## config.mk

```make
export PLATFORM = sky130hd
export DESIGN_NAME = led_driver_frame_serializer_top
export DESIGN_NICKNAME = d
export VERILOG_FILES = /design/src/hdl/lfs_pkg.sv /design/src/hdl/lfs_front.sv /design/src/hdl/lfs_queue.sv /design/src/hdl/lfs_back.sv /design/src/hdl/led_driver_frame_serializer_top.sv
export VERILOG_INCLUDE_DIRS = /design/src /design/src/hdl
export SDC_FILE = /design/constraint.sdc
export NUM_CORES = 1
export LEC_CHECK = 0
export ABC_AREA = 1
export ABC_CLOCK_PERIOD_IN_PS = 3000
export BUFFER_PORTS_ARGS = -buffer_cell sky130_fd_sc_hd__clkbuf_2
export CAP_MARGIN = 20
export CORE_MARGIN = 2
export CORE_UTILIZATION = 61
export CTS_BUF_LIST = sky130_fd_sc_hd__clkbuf_16
export CTS_CLUSTER_DIAMETER = 100
export CTS_CLUSTER_SIZE = 30
export DETAILED_ROUTE_END_ITERATION = 8
export GPL_TIMING_DRIVEN = 0
export PLACE_DENSITY = 0.8
export SYNTH_ARGS = -nofsm -noshare
export SYNTH_HDL_FRONTEND = slang
export SYNTH_HIERARCHICAL = 1
export SYNTH_SLANG_ARGS = --single-unit
```

## constraint.sdc

```tcl
create_clock -name clk -period 3 [get_ports clk]
set_clock_uncertainty 0.15 [all_clocks]
set_input_delay 0.6 -clock clk [delete_from_list [all_inputs] [get_ports clk]]
set_output_delay 0.6 -clock clk [all_outputs]
set_load 0.02 [all_outputs]
```

## src/hdl/led_driver_frame_serializer_top_assert.svh

```systemverilog
// Assertion macros for the LED driver frame serializer.
`ifndef LED_DRIVER_FRAME_SERIALIZER_TOP_ASSERT_SVH
`define LED_DRIVER_FRAME_SERIALIZER_TOP_ASSERT_SVH

// Same-cycle implication, checked on clk, off during reset.
`define LFS_ASSERT_NOW(lbl, ante, cons, msg) \
	lbl: assert property (@(posedge clk) disable iff (!arst_n) (ante) |-> (cons)) \
		else $error(msg);

// Next-cycle implication, checked on clk, off during reset.
`define LFS_ASSERT_NEXT(lbl, ante, cons, msg) \
	lbl: assert property (@(posedge clk) disable iff (!arst_n) (ante) |=> (cons)) \
		else $error(msg);

`endif

```

## src/hdl/lfs_pkg.sv

```systemverilog
// Shared types and constants of the LED driver frame serializer.
package lfs_pkg;

	localparam int FRAME_BYTES = 32;
	localparam int POS_W = (FRAME_BYTES > 1) ? $clog2(FRAME_BYTES) : 1;
	localparam logic [POS_W-1:0] POS_LAST = POS_W'(FRAME_BYTES - 1);

	localparam int QUEUE_DEPTH = 2;
	localparam int QPTR_W = (QUEUE_DEPTH > 1) ? $clog2(QUEUE_DEPTH) : 1;
	localparam int QCNT_W = $clog2(QUEUE_DEPTH + 1);

	localparam int BYTE_W = 8;
	localparam int CFG_IDX_W = 2;

	// Symbol counter within a segment: 0 is the strobe, 1..8 the data bits.
	localparam int CNT_W = 4;
	localparam logic [CNT_W-1:0] CNT_STROBE = CNT_W'(0);
	localparam logic [CNT_W-1:0] CNT_FIRST_BIT = CNT_W'(1);
	localparam logic [CNT_W-1:0] CNT_LAST_BIT = CNT_W'(BYTE_W);

	localparam logic SYM_STROBE = 1'b0;
	localparam logic SYM_DATA = 1'b1;

	localparam logic [BYTE_W-1:0] PAD_BYTE = 8'h00;

	typedef enum logic [CFG_IDX_W-1:0] {
		CFG_MODE  = 2'd0,
		CFG_SETUP = 2'd1,
		CFG_ADDR  = 2'd2,
		CFG_CTRL  = 2'd3
	} cfg_reg_t;

	localparam logic [BYTE_W-1:0] RST_MODE  = 8'h08;
	localparam logic [BYTE_W-1:0] RST_SETUP = 8'h40;
	localparam logic [BYTE_W-1:0] RST_ADDR  = 8'hC0;
	localparam logic [BYTE_W-1:0] RST_CTRL  = 8'h8F;

	typedef enum logic [2:0] {
		SEG_MODE,
		SEG_SETUP,
		SEG_ADDR,
		SEG_DATA,
		SEG_PAD0,
		SEG_PAD1,
		SEG_CTRL
	} seg_t;

	// One classified byte: what the back end has to send for it.
	typedef struct packed {
		logic [BYTE_W-1:0] data;
		logic              header;
		logic              pad;
		logic              trailer;
	} job_t;

	typedef struct packed {
		logic [BYTE_W-1:0] mode;
		logic [BYTE_W-1:0] setup;
		logic [BYTE_W-1:0] addr;
		logic [BYTE_W-1:0] ctrl;
	} cmd_set_t;

	typedef struct packed {
		logic full;
		logic empty;
	} q_stat_t;

endpackage

```

## src/hdl/lfs_front.sv

```systemverilog
// Front end: accept display bytes and tag each with its frame position work.
module lfs_front
	import lfs_pkg::*;
(
	input  logic              clk,
	input  logic              arst_n,
	input  logic              in_valid,
	output logic              in_stall,
	input  logic [BYTE_W-1:0] display_byte,
	input  q_stat_t           q_stat,
	output logic              push,
	output job_t              job
);

	logic [POS_W-1:0] pos_q;

	assign in_stall = q_stat.full;
	assign push = in_valid && !q_stat.full;

	assign job.data = display_byte;
	assign job.header = (pos_q == '0);
	assign job.pad = pos_q[0];
	assign job.trailer = (pos_q == POS_LAST);

	// Advance the frame position per accepted byte, wrap after the last.
	always_ff @(posedge clk or negedge arst_n) begin
		if (!arst_n) begin
			pos_q <= '0;
		end else if (push) begin
			if (pos_q == POS_LAST) begin
				pos_q <= '0;
			end else begin
				pos_q <= pos_q + POS_W'(1);
			end
		end
	end

endmodule

```

## src/hdl/lfs_queue.sv

```systemverilog
// Short job queue between the front and back ends.
module lfs_queue
	import lfs_pkg::*;
(
	input  logic    clk,
	input  logic    arst_n,
	input  logic    push,
	input  job_t    push_job,
	input  logic    pop,
	output job_t    head,
	output q_stat_t q_stat
);

	job_t              slot_q [QUEUE_DEPTH];
	logic [QPTR_W-1:0] wr_ptr_q;
	logic [QPTR_W-1:0] rd_ptr_q;
	logic [QCNT_W-1:0] count_q;

	assign head = slot_q[rd_ptr_q];
	assign q_stat.full = (count_q == QCNT_W'(QUEUE_DEPTH));
	assign q_stat.empty = (count_q == '0);

	always_ff @(posedge clk) begin
		if (push) begin
			slot_q[wr_ptr_q] <= push_job;
		end
	end

	always_ff @(posedge clk or negedge arst_n) begin
		if (!arst_n) begin
			wr_ptr_q <= '0;
			rd_ptr_q <= '0;
			count_q <= '0;
		end else begin
			if (push) begin
				wr_ptr_q <= (wr_ptr_q == QPTR_W'(QUEUE_DEPTH - 1)) ? '0 : wr_ptr_q + QPTR_W'(1);
			end
			if (pop) begin
				rd_ptr_q <= (rd_ptr_q == QPTR_W'(QUEUE_DEPTH - 1)) ? '0 : rd_ptr_q + QPTR_W'(1);
			end
			if (push && !pop) begin
				count_q <= count_q + QCNT_W'(1);
			end else if (pop && !push) begin
				count_q <= count_q - QCNT_W'(1);
			end
		end
	end

endmodule

```

## src/hdl/lfs_back.sv

```systemverilog
// Back end: sequence the serial symbols of the head job into the output register.
module lfs_back
	import lfs_pkg::*;
(
	input  logic     clk,
	input  logic     arst_n,
	input  cmd_set_t cmds,
	input  job_t     head,
	input  q_stat_t  q_stat,
	output logic     pop,
	output logic     out_valid,
	input  logic     out_stall,
	output logic     symbol_kind,
	output logic     bit_value,
	output logic     last_symbol
);

	logic              busy_q;
	seg_t              seg_q;
	logic [CNT_W-1:0]  cnt_q;
	logic              out_valid_q;
	logic              kind_q;
	logic              bit_q;
	logic              last_q;

	seg_t              eff_seg;
	logic [CNT_W-1:0]  eff_cnt;
	seg_t              nxt_seg;
	logic [CNT_W-1:0]  nxt_start;
	logic              seg_done;
	logic              seg_end;
	logic              is_last;
	logic [BYTE_W-1:0] cur_byte;
	logic [2:0]        bit_idx;
	logic              out_ready;
	logic              emit;

	assign out_ready = !out_valid_q || !out_stall;
	assign emit = !q_stat.empty && out_ready;

	always_comb begin
		eff_seg = busy_q ? seg_q : (head.header ? SEG_MODE : SEG_DATA);
		eff_cnt = busy_q ? cnt_q : (head.header ? CNT_STROBE : CNT_FIRST_BIT);
		nxt_seg = SEG_CTRL;
		seg_done = 1'b0;
		cur_byte = PAD_BYTE;
		unique case (eff_seg)
			SEG_MODE: begin
				nxt_seg = SEG_SETUP;
				cur_byte = cmds.mode;
			end
			SEG_SETUP: begin
				nxt_seg = SEG_ADDR;
				cur_byte = cmds.setup;
			end
			SEG_ADDR: begin
				nxt_seg = SEG_DATA;
				cur_byte = cmds.addr;
			end
			SEG_DATA: begin
				nxt_seg = head.pad ? SEG_PAD0 : SEG_CTRL;
				seg_done = !head.pad && !head.trailer;
				cur_byte = head.data;
			end
			SEG_PAD0: begin
				nxt_seg = SEG_PAD1;
			end
			SEG_PAD1: begin
				seg_done = !head.trailer;
			end
			SEG_CTRL: begin
				seg_done = 1'b1;
				cur_byte = cmds.ctrl;
			end
			default: begin
				seg_done = 1'b1;
			end
		endcase
		// Command segments open with a strobe, byte segments go straight to bits.
		nxt_start = (nxt_seg == SEG_DATA || nxt_seg == SEG_PAD0 || nxt_seg == SEG_PAD1)
			? CNT_FIRST_BIT : CNT_STROBE;
		seg_end = (eff_cnt == CNT_LAST_BIT);
		is_last = seg_end && seg_done;
		bit_idx = 3'(eff_cnt - CNT_FIRST_BIT);
		pop = emit && is_last;
	end

	always_ff @(posedge clk or negedge arst_n) begin
		if (!arst_n) begin
			busy_q <= 1'b0;
			seg_q <= SEG_MODE;
			cnt_q <= CNT_STROBE;
			out_valid_q <= 1'b0;
		end else begin
			if (out_ready) begin
				out_valid_q <= emit;
			end
			if (emit) begin
				if (is_last) begin
					busy_q <= 1'b0;
				end else begin
					busy_q <= 1'b1;
					if (seg_end) begin
						seg_q <= nxt_seg;
						cnt_q <= nxt_start;
					end else begin
						seg_q <= eff_seg;
						cnt_q <= eff_cnt + CNT_W'(1);
					end
				end
			end
		end
	end

	always_ff @(posedge clk) begin
		if (emit) begin
			kind_q <= (eff_cnt == CNT_STROBE) ? SYM_STROBE : SYM_DATA;
			bit_q <= (eff_cnt == CNT_STROBE) ? 1'b0 : cur_byte[bit_idx];
			last_q <= is_last;
		end
	end

	assign out_valid = out_valid_q;
	assign symbol_kind = kind_q;
	assign bit_value = bit_q;
	assign last_symbol = last_q;

endmodule

```

## src/hdl/led_driver_frame_serializer_top.sv

```systemverilog
// Top level of the LED driver frame serializer: command registers, front, queue, back.
// The serializer turns each display byte of a frame into serial symbols for a
// three-wire LED driver: a strobe pulse (symbol_kind 0) or one clocked data bit
// (symbol_kind 1), data bytes least significant bit first. The first byte of a
// frame is preceded by the mode, data setting and start address commands, each
// a strobe plus 8 bits; an odd-position byte is followed by two zero pad bytes;
// the last byte of the frame (lfs_pkg::FRAME_BYTES, default 32) is followed by
// the display control command. last_symbol marks the final symbol of each byte.
// Output rate is one symbol per clock when out_stall is low, set by the single
// back-end sequencer and its output register: a byte gives 8 symbols, plus 27
// at frame start, plus 16 at an odd position, plus 9 for the last byte, so 35
// at most. The front end and a two-entry queue take new bytes while the back
// end is still sending, so in_stall rises only once the queue is full. Write
// the command registers only while no transaction is in flight.
module led_driver_frame_serializer_top
	import lfs_pkg::*;
(
	input  logic                 clk,
	input  logic                 arst_n,
	input  logic                 in_valid,
	output logic                 in_stall,
	input  logic [BYTE_W-1:0]    display_byte,
	output logic                 out_valid,
	input  logic                 out_stall,
	output logic                 symbol_kind,
	output logic                 bit_value,
	output logic                 last_symbol,
	input  logic                 cfg_we,
	input  logic [CFG_IDX_W-1:0] cfg_index,
	input  logic [BYTE_W-1:0]    cfg_data
);

	`include "led_driver_frame_serializer_top_assert.svh"

	cmd_set_t cmds_q;
	q_stat_t  q_stat;
	logic     q_push;
	logic     q_pop;
	job_t     push_job;
	job_t     head;

	// Command registers: hold their reset values until software overwrites them.
	always_ff @(posedge clk or negedge arst_n) begin
		if (!arst_n) begin
			cmds_q.mode <= RST_MODE;
			cmds_q.setup <= RST_SETUP;
			cmds_q.addr <= RST_ADDR;
			cmds_q.ctrl <= RST_CTRL;
		end else if (cfg_we) begin
			unique case (cfg_reg_t'(cfg_index))
				CFG_MODE:  cmds_q.mode <= cfg_data;
				CFG_SETUP: cmds_q.setup <= cfg_data;
				CFG_ADDR:  cmds_q.addr <= cfg_data;
				CFG_CTRL:  cmds_q.ctrl <= cfg_data;
			endcase
		end
	end

	// Front: accept a transaction, tag it with header, pad and trailer work.
	lfs_front u_front (
		.clk          (clk),
		.arst_n       (arst_n),
		.in_valid     (in_valid),
		.in_stall     (in_stall),
		.display_byte (display_byte),
		.q_stat       (q_stat),
		.push         (q_push),
		.job          (push_job)
	);

	// Queue: decouple byte intake from symbol output.
	lfs_queue u_queue (
		.clk      (clk),
		.arst_n   (arst_n),
		.push     (q_push),
		.push_job (push_job),
		.pop      (q_pop),
		.head     (head),
		.q_stat   (q_stat)
	);

	// Back: send the head job symbol by symbol, drop it after its last symbol.
	lfs_back u_back (
		.clk         (clk),
		.arst_n      (arst_n),
		.cmds        (cmds_q),
		.head        (head),
		.q_stat      (q_stat),
		.pop         (q_pop),
		.out_valid   (out_valid),
		.out_stall   (out_stall),
		.symbol_kind (symbol_kind),
		.bit_value   (bit_value),
		.last_symbol (last_symbol)
	);

	// A job leaves the queue exactly when its last symbol enters the output register.
	`LFS_ASSERT_NEXT(a_pop_shows_last, q_pop, out_valid && last_symbol, "pop without last symbol")
	// A strobe never drives the data line high.
	`LFS_ASSERT_NOW(a_strobe_low, out_valid && (symbol_kind == SYM_STROBE), !bit_value, "strobe with data high")
	// Nothing is popped from an empty queue.
	`LFS_ASSERT_NOW(a_no_pop_empty, q_stat.empty, !q_pop, "pop from empty queue")

endmodule

```

## After elaboration in Yosys (flattened, before gate mapping)

Memory sizes are Yosys's and may differ from the RTL's.
Index checks and enable logic that the tools add are counted.

- $add $sub $neg: 7
- Mux-type cells: 22
- Equal/unequal tests: 15
- Bitwise operators: 1
- Reduce and logical (&&, ||, !) cells: 30
- $lt $le $gt $ge: 1

Operators with widths:

| operator | number |
|---|---|
| case mux 8 bit (5 select lines) | 1 |
| == test 3 bit, second input constant | 5 |
| case mux 3 bit (5 select lines) | 1 |
| AND reduction 2 bit | 5 |
| == test 3 x 2 -> 1 bit, second input constant | 3 |
| two-way mux 1 bit | 9 |
| zero test 1 bit | 8 |
| two-way mux 2 bit | 4 |
| two-way mux 4 bit | 2 |
| logical AND 1 bit | 7 |
| == test 2 bit, second input constant | 3 |
| two-way mux 3 bit | 2 |
| adder 5 x 1 -> 5 bit, second input constant | 1 |
| == test 5 bit, second input constant | 1 |
| zero test 5 bit | 1 |
| two-way mux 5 bit | 1 |
| adder 4 x 1 -> 4 bit, second input constant | 1 |
| == test 4 bit, second input constant | 1 |
| zero test 2 bit | 2 |
| zero test 4 bit | 1 |
| < comparator 3 x 4 -> 1 bit, second input constant | 1 |
| OR reduction 4 bit | 1 |
| binary-select mux 1 bit (select 3 bit) | 1 |
| == test 3 x 1 -> 1 bit, second input constant | 1 |
| 10 further kinds | 13 |

- Memories: 1
- Memory bits (writable): 22
- Register bits after elaboration: 53
- Logic and storage cells: 92
- Output and inout bits: 5

Memories:

| memory | words | bits a word | read ports | clocked after memory_dff | wr ports | RTL line | text |
|---|---|---|---|---|---|---|---|
| u_queue.slot_q | 2 | 11 | 1 | 0 | 1 | lfs_queue.sv:14 | `job_t slot_q [QUEUE_DEPTH];` |

## Longest topological paths before layout

Gate-level depths: netlist of run 1.
An unclocked memory read counts as a cell.

- Word-level depth: 11
- Mapped depth: 18
- Mapped depth without buffers: 17

## Modules after synthesis

The synthesis of run 1 kept the hierarchy.

Modules (own cells, without submodules):

| module | area each (µm²) | cells an instance | times used |
|---|---|---|---|
| led_driver_frame_serializer_top | 1447.6 | 143 | 1 |
| lfs_back | 1293.7 | 203 | 1 |
| lfs_queue | 1036.0 | 59 | 1 |
| lfs_front | 374.1 | 49 | 1 |

## Worst setup path before layout of run 1

Ideal clock, no wire load.

- Path type: reg2reg
- From: register u_queue.rd_ptr_q
- To: register u_queue.count_q[1]
- Stages on the path, launching flop included: 16
- Required time: 2733 ps
- Path buffers: 1
- Arrival time: 2242 ps
- Setup slack: 491 ps
- Cells stage by stage: dfrtp_1 > buf_6 > mux2_4 > nand2_1 > o21ai_2 > ha_1 > nand2_1 > nor2_2 > nand2_4 > nor2_1 > inv_1 > ha_1 > inv_1 > nand3_1 > nand2_1 > nand2_1

RTL lines:

| what | RTL line | text |
|---|---|---|
| from (decl) | lfs_queue.sv:16 | `logic [QPTR_W-1:0] rd_ptr_q;` |
| from (signal assigned) | lfs_queue.sv:39 | `rd_ptr_q <= (rd_ptr_q == QPTR_W'(QUEUE_DEPTH - 1)) ? '0 : rd_ptr_q + QPTR_W'(1);` |
| to (signal assigned) | lfs_queue.sv:42 | `count_q <= count_q + QCNT_W'(1);` |
| to (signal assigned) | lfs_queue.sv:44 | `count_q <= count_q - QCNT_W'(1);` |
| to (decl) | lfs_queue.sv:17 | `logic [QCNT_W-1:0] count_q;` |

==> flow_summary.ini, run 1 <==
[run_status]
status = finished clean

[finish]
diodes = 0
drive_gt1_frac = 0.229
final_cell_mix = nand2_1, nor2_1, dfrtp_1, inv_1, nand3_1
filler_cell_count = 491
nets = 514
syn_to_final_growth_pct = 12.5
final_common_cell = nand2_1

[floorplan]
rows = 30
boundaryPins = 28
die_w_um = 86.5
start_util = 0.621
coreArea_um2 = 6680
die_area_um2 = 7480
die_h_um = 86.5

[critical_path]
r2r-start = u_queue/rd_ptr_q
worst-endpoint-required_ns = 3.07
end_kind = flip-flop
r2r_end = u_queue/count_q[1]
criticalPathCategory = reg -> reg
reg2reg_slack_ns = 0.20
setup.worst_path.end = u_queue/count_q[1]
path_max_fanout = 10
start_kind = flip-flop
crit_start = u_queue/rd_ptr_q
crit_arrival_ns = 2.87
rr_worst_depth = 15

[synthesis]
yosysWarningCount = 6
syn_inst = 454
ys_types = 33
syn_nets = 484
synth-xor-area-share = 0.0105
synth_top_family_by_area = simple AND/OR/NAND/NOR gates
synth_seq_cells = 75
synthAdderAreaFrac = 0.0211
synth_compound_area_frac = 0.0404
synth-seq-area-share = 0.485
yosys.area_share.simple = 0.304
synthMuxAreaShare = 0.0380
synth.avg_cell_area_um2 = 9.14
syn_area_um2 = 4150

[clock_network]
clk_pin_slew_ns = 0.06
holdBufCountCts = 0
clock_sinks = 75
postCtsSetupBuffers = 0
cts_buffer_depth = 2
cts_resized = 0
cts_buffers = 9
htreeDepth = 3
clk_latency_ns = 0.33
tritoncts = yes
cts-root-buf = clkbuf_16

[power]
powerDensity_nw_per_um2 = 913
power.switching_uw = 1660
seq_power_share = 0.360
p_sw_frac = 0.390
clkPwrFrac = 0.250
max-vdd-ir-drop_mv = 0.603
p_leak_uw = 0.00232
combPwrFrac = 0.390
internal-power_uw = 2600

[drt]
dr.pass1.iters = 5
drtIter0Drc = 222
wl_um = 8710
drc = 0
num_vias = 3149
postRouteAntennaNets = 0
wl_per_cell_um = 15.3
vias_per_cell = 5.53

[sta]
rsz0062_at_grt = no
drv_slew = 0
relSlewSlack = 0.309
setup_viol = 0
tightest_slew_ns = 1.04
finalHoldViolations = 0
fin_setup_tns_ns = 0
period_share = 0.932
min_period_ns = 2.80
hold_ws_ns = 0.0297
max_freq_mhz = 358

[hold_path]
min_path_type = in -> async

[place]
gp_congestion = 0.855
port_buffers = 18
dp_hpwl_um = 6530

[global_route]
grt_pass1_vias = 2990
grt_pass1_wl_um = 14500
antenna_found_initial = 0
grt_overflow = 0
grt_start_max_net_pins = 38
grt_usage = 0.255

[run]
maxCapViolCount = 0
-- metal layers --
metal  share of wire  vias up  global-route usage
li1                -     1557                   -
met1            0.44     1483               0.342
met2            0.50       96               0.411
met3           0.048       13              0.0581
met4           0.015        0              0.0909
met5               0        -                   0
-- worst max-delay path, cell delays in order (launching register included) --
cell and delay, ns:
dfrtp_1 0.41, buf_6 0.18, mux2_4 0.23, nand2_1 0.08
o21ai_2 0.15, ha_1 0.22, nand2_1 0.10, nor2_4 0.22
nand2_4 0.10, nor2_2 0.19, inv_1 0.07, ha_1 0.30
inv_1 0.08, nand3_1 0.08, nand2_1 0.06, nand2_1 0.05
-- final cells by class --
class                           instances  area, um^2  area share
Buffer                                 23         214      0.0458
Inverter                               46         205      0.0439
Clock buffer                           10         250      0.0536
Multi-Input combinational cell        310        1730       0.370
Timing Repair Buffer                   19         110      0.0236
Tap cell                               80         100      0.0214
Sequential cell                        75        2010       0.431
Clock inverter                          6        51.3      0.0110
-- how the worst min path moves through the flow --
stage          slack (ns)               to
2_1_floorplan        0.15       cmds_q[10]
3_3_place_gp         0.31       cmds_q[14]
3_5_place_dp         0.31       cmds_q[12]
4_1_cts              0.03  u_back/cnt_q[3]
5_1_grt              0.05  u_back/cnt_q[1]
6_report             0.03  u_back/cnt_q[3]
-- through the flow --
stage | setup slack (ns) | power (uW) | cell area (um^2) | cells | utilization
4_1_cts | 0.0404 | 4270 | 4660 | 569 | 0.698
5_1_grt | 0.0249 | 4560 | 4670 | 569 | 0.699
6_report | 0.204 | 4270 | 4670 | 569 | 0.699
2_1_floorplan | 0.491 | 2780 | 4150 | 454 | -
3_5_place_dp | 0.0501 | 3190 | 4360 | 553 | 0.653
3_3_place_gp | 0.126 | 3110 | 4340 | 552 | 0.650
-- cell usage after synthesis --
library cell	count	area [um^2]
mux2_4	9	135
o21ai_2	6	52.6
o311ai_4	1	26.3
xnor2_1	2	17.5
buf_6	11	124
dfrtp_1	41	1030
nand3_1	35	175
bufinv_8	2	35.0
buf_4	12	90.1
a32oi_1	1	8.76
nand4_1	30	188
o21ai_0	8	40.0
nor2_8	1	20.0
nand2_2	4	25.0
mux2_2	2	22.5
nor2_4	2	22.5
nand2_1	132	495
a21oi_1	5	25.0
inv_6	1	8.76
xor2_1	3	26.3
nand2_4	5	56.3
nor2_2	4	25.0
clkinv_1	1	3.75
edfxtp_1	25	751
nand3_4	4	70.1
ha_1	7	87.6
o21ai_1	1	5.00
inv_1	40	150
nor2_1	46	173
nand4_2	1	12.5
dfstp_2	9	236
o211a_1	1	10.0
inv_2	2	7.51
-- cells by family after synthesis --
group,Yosys count
flip-flops,75
AND/OR/NAND/NOR,264
AO/OA/AOI/OAI,23
XOR/XNOR,5
multiplexers,11
buffers and inverters,69
adder cells (fa/ha/maj),7
-- registers in the layout (all words and copies together), names as in the netlist --
register,cells
u_back/last_symbol,1
u_back/symbol_kind,1
u_back/cnt_q,4
u_queue/rd_ptr_q,1
cmds_q,32
u_front/pos_q,5
u_queue/slot_q,22
u_back/seg_q,3
u_queue/count_q,2
u_back/busy_q,1
u_back/bit_value,1
u_back/out_valid,1
u_queue/wr_ptr_q,1
-- power groups by stage --
stage	registers (uW)	clock network, uW	logic [uW]
2_1_floorplan	1540	0	1240
3_3_place_gp	1530	0	1570
3_5_place_dp	1550	0	1640
4_1_cts	1540	1080	1650
5_1_grt	1560	1130	1860
6_report	1540	1060	1660
Power figures use the tool's default switching activity.
==> run 2, diff against run 1 <==
- ABC_AREA: 1 -> default
- CORE_UTILIZATION: 61 -> 60
==> run 2 against run 1 <==
  * Worst setup slack worse by 0.10 ns
  * Die area down 7.7%
  * Register-to-register slack worse by 0.10 ns
  * Count of clock-buffer cells in the layout down 1
  * Clock power up 9%
  * Cell count down 29%
  * First-iteration DRC count down 8.6%
  * Cell area down 6.2%
  * Non-clock buffer count down 1
  * Largest cell class unchanged
==> flow_summary.ini, run 2 <==
[synthesis]
synth_compound_area_frac = 0.104
synth_common_cells = dfrtp_1, mux2_2, edfxtp_1, nand2_1
ys_types = 52
yosysWarningCount = 6
synthMuxAreaShare = 0.157
synth-xor-area-share = 0.0183
syn_nets = 319
yosys-top-cells-area = dfrtp_1, edfxtp_1, mux2_2
synth.most_common_cell = dfrtp_1
syn_inst = 289
synth_top_area_frac = 0.273
synthArstFlopShare = 0.667
synth-seq-area-share = 0.536
synth_flop_cell = dfrtp_1
synth_top_cell_by_area = dfrtp_1
synthAdderAreaFrac = 0.0233
yosys.area_share.simple = 0.110
syn_area_um2 = 3750
synth_seq_cells = 75
synth_edf_count = 25
synth.avg_cell_area_um2 = 13.0
synth_top_family_by_area = multiplexers

[floorplan]
die_w_um = 83.1
start_util = 0.627
die_h_um = 83.1
rows = 28
die_area_um2 = 6910
coreArea_um2 = 5990
boundaryPins = 28

[clock_network]
clk_latency_ns = 0.33
cts_buffers = 9
tritoncts = yes
cts-root-buf = clkbuf_16
clock_sinks = 75
cts_buffer_depth = 2
clk_pin_slew_ns = 0.06
holdBufCountCts = 0
htreeDepth = 3

[power]
p_leak_uw = 0.00181
internal-power_uw = 2780
powerDensity_nw_per_um2 = 948
p_sw_frac = 0.331
seq_power_share = 0.371
combPwrFrac = 0.350
power.switching_uw = 1370
clkPwrFrac = 0.279
finalPower_uw = 4150
max-vdd-ir-drop_mv = 0.605

[sta]
min_period_ns = 2.90
finalHoldViolations = 0
period_share = 0.965
setup_viol = 0
tightest_slew_ns = 0.968
rsz0062_at_grt = yes
relSlewSlack = 0.353
max_freq_mhz = 345
drv_slew = 0

[critical_path]
path_max_fanout = 10
end_kind = flip-flop
criticalPathCategory = reg -> reg
crit_arrival_ns = 2.90
start_kind = flip-flop
worst-endpoint-required_ns = 3.01

[finish]
nets = 354
diodes = 0
filler_cell_count = 379
largest_reg_flops = 32
final_cell_mix = dfrtp_1, mux2_2, edfxtp_1, clkbuf_2, nand2_1
reg_top3 = cmds_q: 32 flops, u_queue/slot_q: 22 flops, u_front/pos_q: 5 flops
syn_to_final_growth_pct = 16.6
largest-register = cmds_q
final_common_cell = dfrtp_1
design_area_um2 = 4380
drive_gt1_frac = 0.389

[run]
maxCapViolCount = 0

[drt]
wl_um = 7220
postRouteAntennaNets = 0
vias_per_cell = 6.03
wl_per_cell_um = 17.9
drc = 0
dr.pass1.iters = 5
drtIter0Drc = 203
num_vias = 2436

[global_route]
grt_start_max_net_pins = 28
grt_overflow = 0
grt_usage = 0.216
grt_pass1_wl_um = 11700
grt_pass1_vias = 2433
antenna_found_initial = 0

[place]
port_buffers = 19
dp_hpwl_um = 4970
gp_congestion = 0.859
placed_area_um2 = 3970

[run_status]
status = finished clean

[hold_path]
min_path_type = in -> async
[run 2: cell types whose count changed after synthesis, sizes merged, moves of 6 or more]
| cell | previous run | this run |
|---|---|---|
| nand3 | 39 | 5 |
| nor2 | 53 | 12 |
| a221oi | 0 | 7 |
| buf | 23 | 17 |
| nand2 | 141 | 16 |
| mux2 | 11 | 45 |
| nand4 | 31 | 0 |
| a211oi | 0 | 6 |
| a22oi | 0 | 6 |
| a21oi | 5 | 13 |
| nand3b | 0 | 12 |
| inv | 43 | 11 |
[run 2: metal layers]
layer,up-vias,global-route usage,share of wire
met5,-,0,0
met4,0,0.0745,0.012
met3,12,0.0666,0.065
met2,99,0.337,0.48
met1,1195,0.288,0.45
li1,1130,-,-
[run 2: power by group through the flow]
stage               logic (uW)  registers, uW  clock network, uW
floorplan                 1010           1530                  0
global placement          1300           1540                  0
detailed placement        1340           1550                  0
CTS                       1380           1540               1180
global route              1570           1570               1220
finish                    1450           1540               1160
[run 2: final timing paths]
check | from | endpoint | slack (ns) | depth (start not counted)
max | u_queue/rd_ptr_q | u_back/bit_value | 0.10 | 10
min | arst_n | u_back/cnt_q[2] | 0.18 | 1
max reg2reg | u_queue/rd_ptr_q | u_back/bit_value | 0.10 | 10
min reg2reg | u_queue/count_q[1] | u_queue/count_q[1] | 0.33 | 1
max in group asynchronous | arst_n | cmds_q[27] | 1.87 | 2
min in group clk | display_byte[0] | u_queue/slot_q[1][3] | 0.30 | 1
[run 2: logic make-up (layout without fill, tap and decap cells)]
kind of cell | after synthesis | in the layout
adder cells (fa/ha/maj) | 7 | 7
flip-flops | 75 | 75
AND/OR/NAND/NOR | 67 | 67
AO/OA/AOI/OAI | 55 | 55
XOR/XNOR | 7 | 7
multiplexers | 50 | 50
buffers and inverters | 28 | 68
[run 2: final cells by class]
| class | count | area [um^2] | area share |
|---|---|---|---|
| sequential | 75 | 2010 | 0.460 |
| multi-input combinational | 186 | 1600 | 0.366 |
| clock buffer | 9 | 225 | 0.0514 |
| timing repair buffer | 24 | 153 | 0.0349 |
| buffer | 17 | 150 | 0.0343 |
| clock inverter | 7 | 98.8 | 0.0226 |
| tap | 75 | 93.8 | 0.0214 |
| inverter | 11 | 41.3 | 0.00943 |
[run 2: timing repair]
item                                    in CTS  in global routing
gates resized for setup                      4                  5
endpoints found under the setup margin       2                  1
pin swaps                                    0                  1
cloned                                       0                  0
buffers inserted                             1                  3
[run 2: worst max-delay path: stages (launching register included)]
cell and delay [ns]:
dfrtp_1 0.40, buf_6 0.20, mux2_4 0.35, nor2_1 0.22
a21oi_4 0.07, buf_4 0.18, ha_1 0.22, xnor2_2 0.20
a221oi_1 0.34, a21oi_1 0.11, a211oi_1 0.27
[run 2: stage by stage]
stage	setup TNS [ns]	setup slack [ns]	util	hold WS, ns	cells
after CTS	0	0.153	0.722	0.187	401
after floorplan	0	0.188	-	0.154	289
after global routing	-0.0229	-0.0229	0.731	0.230	404
after detailed placement	-0.442	-0.290	0.663	0.328	384
final	0	0.104	0.731	0.176	404
after global placement	-0.317	-0.220	0.658	0.317	383
